`src/rtl/core/salru_pkg.sv`:
```
// Shared types and constants for the set-associative LRU cache model.
// Holds line/row layouts, op and state codes and register indexes.
// No dependencies.
package salru_pkg;

   localparam int MAX_SETS     = 1024;
   localparam int SET_IDX_W    = $clog2(MAX_SETS);
   localparam int MAX_SET_BITS = SET_IDX_W;
   localparam int MAX_WAYS     = 8;
   localparam int WAY_W        = $clog2(MAX_WAYS);
   localparam int AGE_W        = 32;
   localparam int TAG_W        = 64;
   localparam int ADDR_W       = 64;
   localparam int CNT_W        = 32;

   // configuration register widths
   localparam int SET_BITS_W   = 4;
   localparam int OFFSET_W     = 6;
   localparam int WAYS_CFG_W   = 4;
   localparam int CSR_IDX_W    = 2;
   localparam int CSR_DATA_W   = 6;
   localparam int TSHIFT_W     = 7;

   // stream payload widths
   localparam int REQ_DATA_W   = 64;
   localparam int REQ_USER_W   = 2;
   localparam int RSP_DATA_W   = 112;
   localparam int RSP_USER_W   = 3;

   // register indexes
   localparam logic [CSR_IDX_W-1:0] CSR_SET_BITS    = 2'd0;
   localparam logic [CSR_IDX_W-1:0] CSR_OFFSET_BITS = 2'd1;
   localparam logic [CSR_IDX_W-1:0] CSR_WAYS        = 2'd2;

   typedef enum logic [1:0] {
      OP_LOAD   = 2'd0,
      OP_STORE  = 2'd1,
      OP_MODIFY = 2'd2,
      OP_NONE   = 2'd3
   } op_type;

   typedef enum logic [1:0] {
      ST_CLEAR,
      ST_IDLE,
      ST_READ,
      ST_UPDATE
   } state_type;

   typedef struct packed {
      logic             valid;
      logic [TAG_W-1:0] tag;
      logic [AGE_W-1:0] age;
   } line_type;

   typedef line_type [MAX_WAYS-1:0] row_type;

   // outcome of one lookup in a set
   typedef struct packed {
      logic             hit;
      logic             evict;
      logic [WAY_W-1:0] way;
   } lookup_type;

endpackage

```
`src/rtl/core/salru_set_logic.sv`:
```
// Lookup and LRU update of one cache set row.
// Compares tags, picks the victim and builds the row to write back.
// Depends on salru_pkg.
module salru_set_logic
   import salru_pkg::*;
(
   input  row_type                 cur_row,
   input  logic [TAG_W-1:0]        tag,
   input  logic [WAYS_CFG_W-1:0]   num_ways,
   output lookup_type              look,
   output row_type                 new_row
);

   always_comb begin
      logic             hit;
      logic [WAY_W-1:0] hit_way;
      logic [WAY_W-1:0] vic_way;
      logic [WAY_W-1:0] use_way;
      logic [AGE_W-1:0] best;

      // match tags, highest matching way wins
      hit     = 1'b0;
      hit_way = '0;
      for (int i = 0; i < MAX_WAYS; i++) begin
         if (WAYS_CFG_W'(i) < num_ways && cur_row[i].valid && cur_row[i].tag == tag) begin
            hit     = 1'b1;
            hit_way = WAY_W'(i);
         end
      end

      // victim: highest-indexed way with the largest age
      best    = cur_row[0].age;
      vic_way = '0;
      for (int i = 0; i < MAX_WAYS; i++) begin
         if (WAYS_CFG_W'(i) < num_ways && cur_row[i].age >= best) begin
            best    = cur_row[i].age;
            vic_way = WAY_W'(i);
         end
      end

      use_way = hit ? hit_way : vic_way;

      // age every active way, then reset the used one
      new_row = cur_row;
      for (int i = 0; i < MAX_WAYS; i++) begin
         if (WAYS_CFG_W'(i) < num_ways && cur_row[i].age != {AGE_W{1'b1}}) begin
            new_row[i].age = cur_row[i].age + AGE_W'(1);
         end
      end
      new_row[use_way].age = '0;
      if (!hit) begin
         new_row[use_way].tag   = tag;
         new_row[use_way].valid = 1'b1;
      end

      look.hit   = hit;
      look.evict = !hit && cur_row[vic_way].valid;
      look.way   = use_way;
   end

endmodule

```
`config.mk`:
```
export PLATFORM = sky130hd
export DESIGN_NAME = salru_set_logic
export DESIGN_NICKNAME = d
export VERILOG_FILES = /design/src/rtl/core/salru_pkg.sv /design/src/rtl/core/salru_set_logic.sv
export SDC_FILE = /design/constraint.sdc
export NUM_CORES = 2
export LEC_CHECK = 0
export BUFFER_PORTS_ARGS = -buffer_cell sky130_fd_sc_hd__clkbuf_2
export CAP_MARGIN = 25
export CORE_AREA = 4 4 633 635
export DETAILED_ROUTE_END_ITERATION = 16
export DIE_AREA = 0 0 637 639
export PLACE_DENSITY_LB_ADDON = 0.2
export SYNTH_ARGS = -nofsm -noshare
export SYNTH_HDL_FRONTEND = slang
export SYNTH_SLANG_ARGS = --single-unit
```
`constraint.sdc`:
```
create_clock -name vclk -period 26.7
set_clock_uncertainty 0.2 [all_clocks]
set_input_delay 4.005 -clock vclk [all_inputs]
set_output_delay 4.005 -clock vclk [all_outputs]
set_load 0.03 [all_outputs]
```
* Word level (Yosys, flattened, before mapping)
Cells that the tools add are included.
Operators by class: add/subtract/negate cells 8, eq/ne operators 16, multiplexer cells 49, magnitude comparators 18, reduce and logical (&&, ||, !) cells 34
Operators by type and width (count):
- 776-bit bitwise mux | 3
- 97-bit demux with 3-bit select | 3
- 776-bit 2-to-1 mux | 1
- 64-bit equality test | 8
- 32-bit 2-to-1 mux | 15
- 97-bit binary-select mux with 3-bit select | 1
- 32-bit by 1-bit adder with 32-bit output (second input constant) | 8
- 32-bit != test (second input constant) | 8
- 32-bit >= comparator | 7
- 97-bit 2-to-1 mux | 2
- 96-bit 2-to-1 mux | 1
- 3-bit 2-to-1 mux | 13
- 1-bit logical AND | 33
- 3-bit by 4-bit < comparator with 1-bit output (first input constant) | 4
- 1-bit 2-to-1 mux | 10
- 1-bit by 4-bit < comparator with 1-bit output (first input constant) | 2
- 2-bit by 4-bit < comparator with 1-bit output (first input constant) | 2
- 3-bit by 4-bit < comparator with 1-bit output (second input constant) | 2
- 3-bit by 1-bit >= comparator with 1-bit output (second input constant) | 1
- 1-bit logical NOT | 1
Word-level totals: register bits 0, output and inout port bits 781, word-level logic and storage cells 125, input bits 844

* Depth between registers and ports, before layout
word-level depth 30, gate-level depth with buffers 87, mapped depth without buffers 75

* Worst setup path after synthesis
Ideal clock, no wire load.
path kind in2out, start in cur_row[15] (netlist name), end out new_row[423] (netlist name), cell stages on the path 85, arrival time 21648 ps, path buffers 12, path slack 847 ps, cells stage by stage inv_1 -> ha_1 -> nand4_1 -> nor3_2 -> or4b_1 -> a31oi_4 -> nor2_1 -> inv_1 -> clkbuf_1 -> clkbuf_1 -> a21oi_1 -> ha_1 -> nand2_1 -> o21a_1 -> o221ai_1 -> o21a_1 -> a21bo_2 -> a31oi_1 -> (+49 left out) -> nor2_1 -> a21o_1 -> ha_1 -> a21o_1 -> a21o_1 -> a21o_1 -> a21o_1 -> a211oi_1 -> o21ai_0 -> a31oi_1 -> o22ai_1 -> nor3_1 -> a21o_4 -> inv_4 -> or4_4 -> buf_6 -> buf_6 -> mux2i_1
RTL lines:
- from (decl) | line salru_set_logic.sv:7 | input row_type cur_row,
- to (decl) | line salru_set_logic.sv:11 | output row_type new_row

==> summary.md <==
| Metric | Value |
|---|---|
| Largest net degree at the start of global routing | `66` |
| Hold_sp | `cur_row[425]` |
| # IOs | `1625` |
| Worst-path maximum fanout | `22` |
| Placed Area | `47100 µm²` |
| Post-route cell area | `48100 µm²` |
| Area Growth Syn to Fin | `67.3%` |
| Seq/Total Area, Yosys | `0` |
| Overall Global Routing Usage | `0.214` |
| Setup TNS | `0 ps` |
| Yosys warnings | `0` |
| Port buffer count | `1625` |
| Initial antenna violation count | `216` |
| Cells after Synth | `3981` |
| Detailed-route wire length per cell | `41.5 µm` |
| DR iter-0 viols | `3644` |
| Top cells by area, synth | `mux2_2 20%, xnor2_1 12%, ha_1 9.9%` |
| Max-cap violations | `0` |
| CP Launch Type | `input port` |
| Worst IR drop on VDD | `0.0000543 V` |
| Vias per cell | `3.83` |
| Worst-Margin Slew | `1410 ps` |
| Total die area | `407000 µm²` |
| Critical Path Max Stage Delay | `520 ps` |
| HP Class | `input port to output pin` |
| Core area | `395000 µm²` |
| Clock power share | `0` |
| Starting Density | `0.0728` |
| Post-synth cell types | `81` |
| LEAKAGE | `20.5 nW` |
| Row count | `231` |
| Mean Syn Cell Area | `7.23 µm²` |
| Pre-Repair DR Iteration Count | `6` |
| Max-slew violations | `0` |
| Routed wire length | `459000 µm` |
| Post-Place Worst Slack | `-1960 ps` |
| Layout Nets | `6709` |
| Remaining antenna violation count | `0` |
| Final WS setup | `718 ps` |
| Vias in the first global route | `42019` |
| Busiest grt layer | `met2` |
| Setup violators final | `0` |
| CP Class | `input port to output pin` |
| Met2 Use GR | `0.385` |
| Met3 usage | `0.0526` |
| Fin crit period | `25980 ps` |
| Layout cells sized above 1 | `0.457` |
| Rel. slew slack | `0.0487` |
| Most used cell, CP | `a21o_1` |
| Logic pwr share | `1.000` |
| Mapped cell area | `28800 µm²` |
| Sw Share | `0.653` |
| Grt ovf | `0` |
| Synth top area share | `0.202` |
| Worst Setup End Kind | `output pin` |
| CTS Hold Buffers Added | `0` |
| Worst path slowest cell | `mux2i_1` |
| Maximum clock rate | `38.5 MHz` |
| Final GP Congestion | `0.960` |
| Syn nets | `5053` |
| Global-route wire length before repair | `552000 µm` |
| Met1 GRT Util | `0.236` |
| Total Power | `4.67 mW` |
| DRC viols | `0` |
| Power per cell area | `97.0 nW/µm²` |
| Post-layout util | `0.122` |
| Final hold vios | `0` |
| Pint | `1.62 mW` |
| Clock buffers | `0` |
| Die H | `639 µm` |
| FF+latch count | `0` |
| Hold Path End | `new_row[425]` |
| Hold depth | `3` |
| Sequential Power Share | `0` |
| Register Area | `0 µm²` |
| Via count | `42351` |
| Period utilization | `0.973` |
| Critical path required time | `22490 ps` |
| Die span in x | `637 µm` |
| Outcome | `complete, no violations` |
| Yosys top cell by area | `mux2_2` |
| P_sw | `3.05 mW` |
| DP Wirelength | `414000 µm` |
| Critical Path AT | `21780 ps` |
layout by cell type (no fill, tap or decap), drive strengths merged, types with 7 or more instances in the layout:
cell type	count
and3	60
o21ai	54
o21a	13
o31ai	7
mux2i	86
nor2b	70
xor2	276
a31oi	32
nor4	115
nand4	196
and4	17
nor4b	12
o2111ai	12
nor3	96
buf	427
clkbuf	1482
xnor2	386
a21o	87
nor2	367
a21oi	108
mux2	558
or2	10
inv	227
a2111oi	15
and2	56
or4b	7
nand2	239
nand2b	97
or3	18
ha	228
nor4bb	7
nand4b	16
nand3	144
o22ai	14
diode	184
or4	17
a211oi	10
cells in the mapped netlist, types with 6 or more instances:
cell type    n
mux2_2     516
xnor2_1    386
nor2_1     366
xor2_1     276
nand2_1    239
ha_1       228
inv_1      227
nand4_1    196
clkbuf_1   191
nand3_1    144
nor4_1     115
a21oi_1    108
nand2b_1    97
nor3_1      95
mux2i_1     86
a21o_1      85
nor2b_1     70
and3_1      60
and2_1      55
o21ai_0     51
buf_2       43
mux2_4      42
a31oi_1     31
or3_1       18
and4_1      17
buf_1       17
nand4b_1    16
or4_1       16
a2111oi_0   14
o22ai_1     14
o21a_1      13
nor4b_1     12
o2111ai_1   12
a211oi_1    10
or2_2        9
nor4bb_1     7
o31ai_1      7
and4b_1      6
buf_6        6
repair_timing:
item                       in CTS  in global routing
setup buffers                   4                 10
resized for setup              37                 52
cloned                          1                  1
setup endpoints to repair     780                778
pin swaps                       2                 16
worst max-delay path by stage:
stage | start | end | slack (ps) | cells past startpoint
finish | cur_row[13] | new_row[86] | 720 | 82
global route | cur_row[13] | new_row[448] | -70 | 85
CTS | cur_row[15] | new_row[170] | 50 | 83
detailed placement | cur_row[22] | new_row[170] | -1960 | 82
global placement | cur_row[22] | new_row[190] | -2160 | 84
floorplan | cur_row[15] | new_row[423] | 850 | 85
layout make-up:
cell class | instances | area [µm²]
multi-input combinational | 3497 | 27300
inverter | 228 | 858
timing repair buffer | 1910 | 12900
tap | 5242 | 6560
fill | 46203 | 347000
antenna | 184 | 460
worst max-delay path, delay by kind of cell:
family                   cells  cell delay (ps)
AO/OA/AOI/OAI               35             7380
adder cells (fa/ha/maj)      7             2030
buffers and inverters       16             2430
multiplexers                 5             2140
AND/OR/NAND/NOR             19             3740
power groups by stage:
stage | logic [mW] | clock network (mW) | registers (mW)
after floorplan | 2.35 | 0 | 0
after global placement | 4.67 | 0 | 0
after detailed placement | 4.65 | 0 | 0
after CTS | 4.69 | 0 | 0
after global routing | 4.85 | 0.000000729 | 0
final | 4.67 | 0.000000650 | 0
through the flow:
stage / instances / hold WS (ps)
6_report: 11061 / 8230
3_5_place_dp: 10861 / 8240
2_1_floorplan: 3981 / 7990
3_3_place_gp: 10855 / 8240
4_1_cts: 10866 / 8240
5_1_grt: 11013 / 8240
routing by layer:
layer,share of wire,wire (µm),up-vias
li1,-,-,17713
met1,0.38,173000,21552
met2,0.50,229000,2406
met3,0.069,31700,642
met4,0.055,25500,38
met5,0.00053,245,-
cells by family after synthesis:
family,count (synthesis),share of synthesized area
multiplexers,644,0.254
AO/OA/AOI/OAI,400,0.0935
AND/OR/NAND/NOR,1562,0.285
buffers and inverters,485,0.0668
adder cells (fa/ha/maj),228,0.0992
XOR/XNOR,662,0.202
No activity file was read; power rests on OpenSTA's default activity.
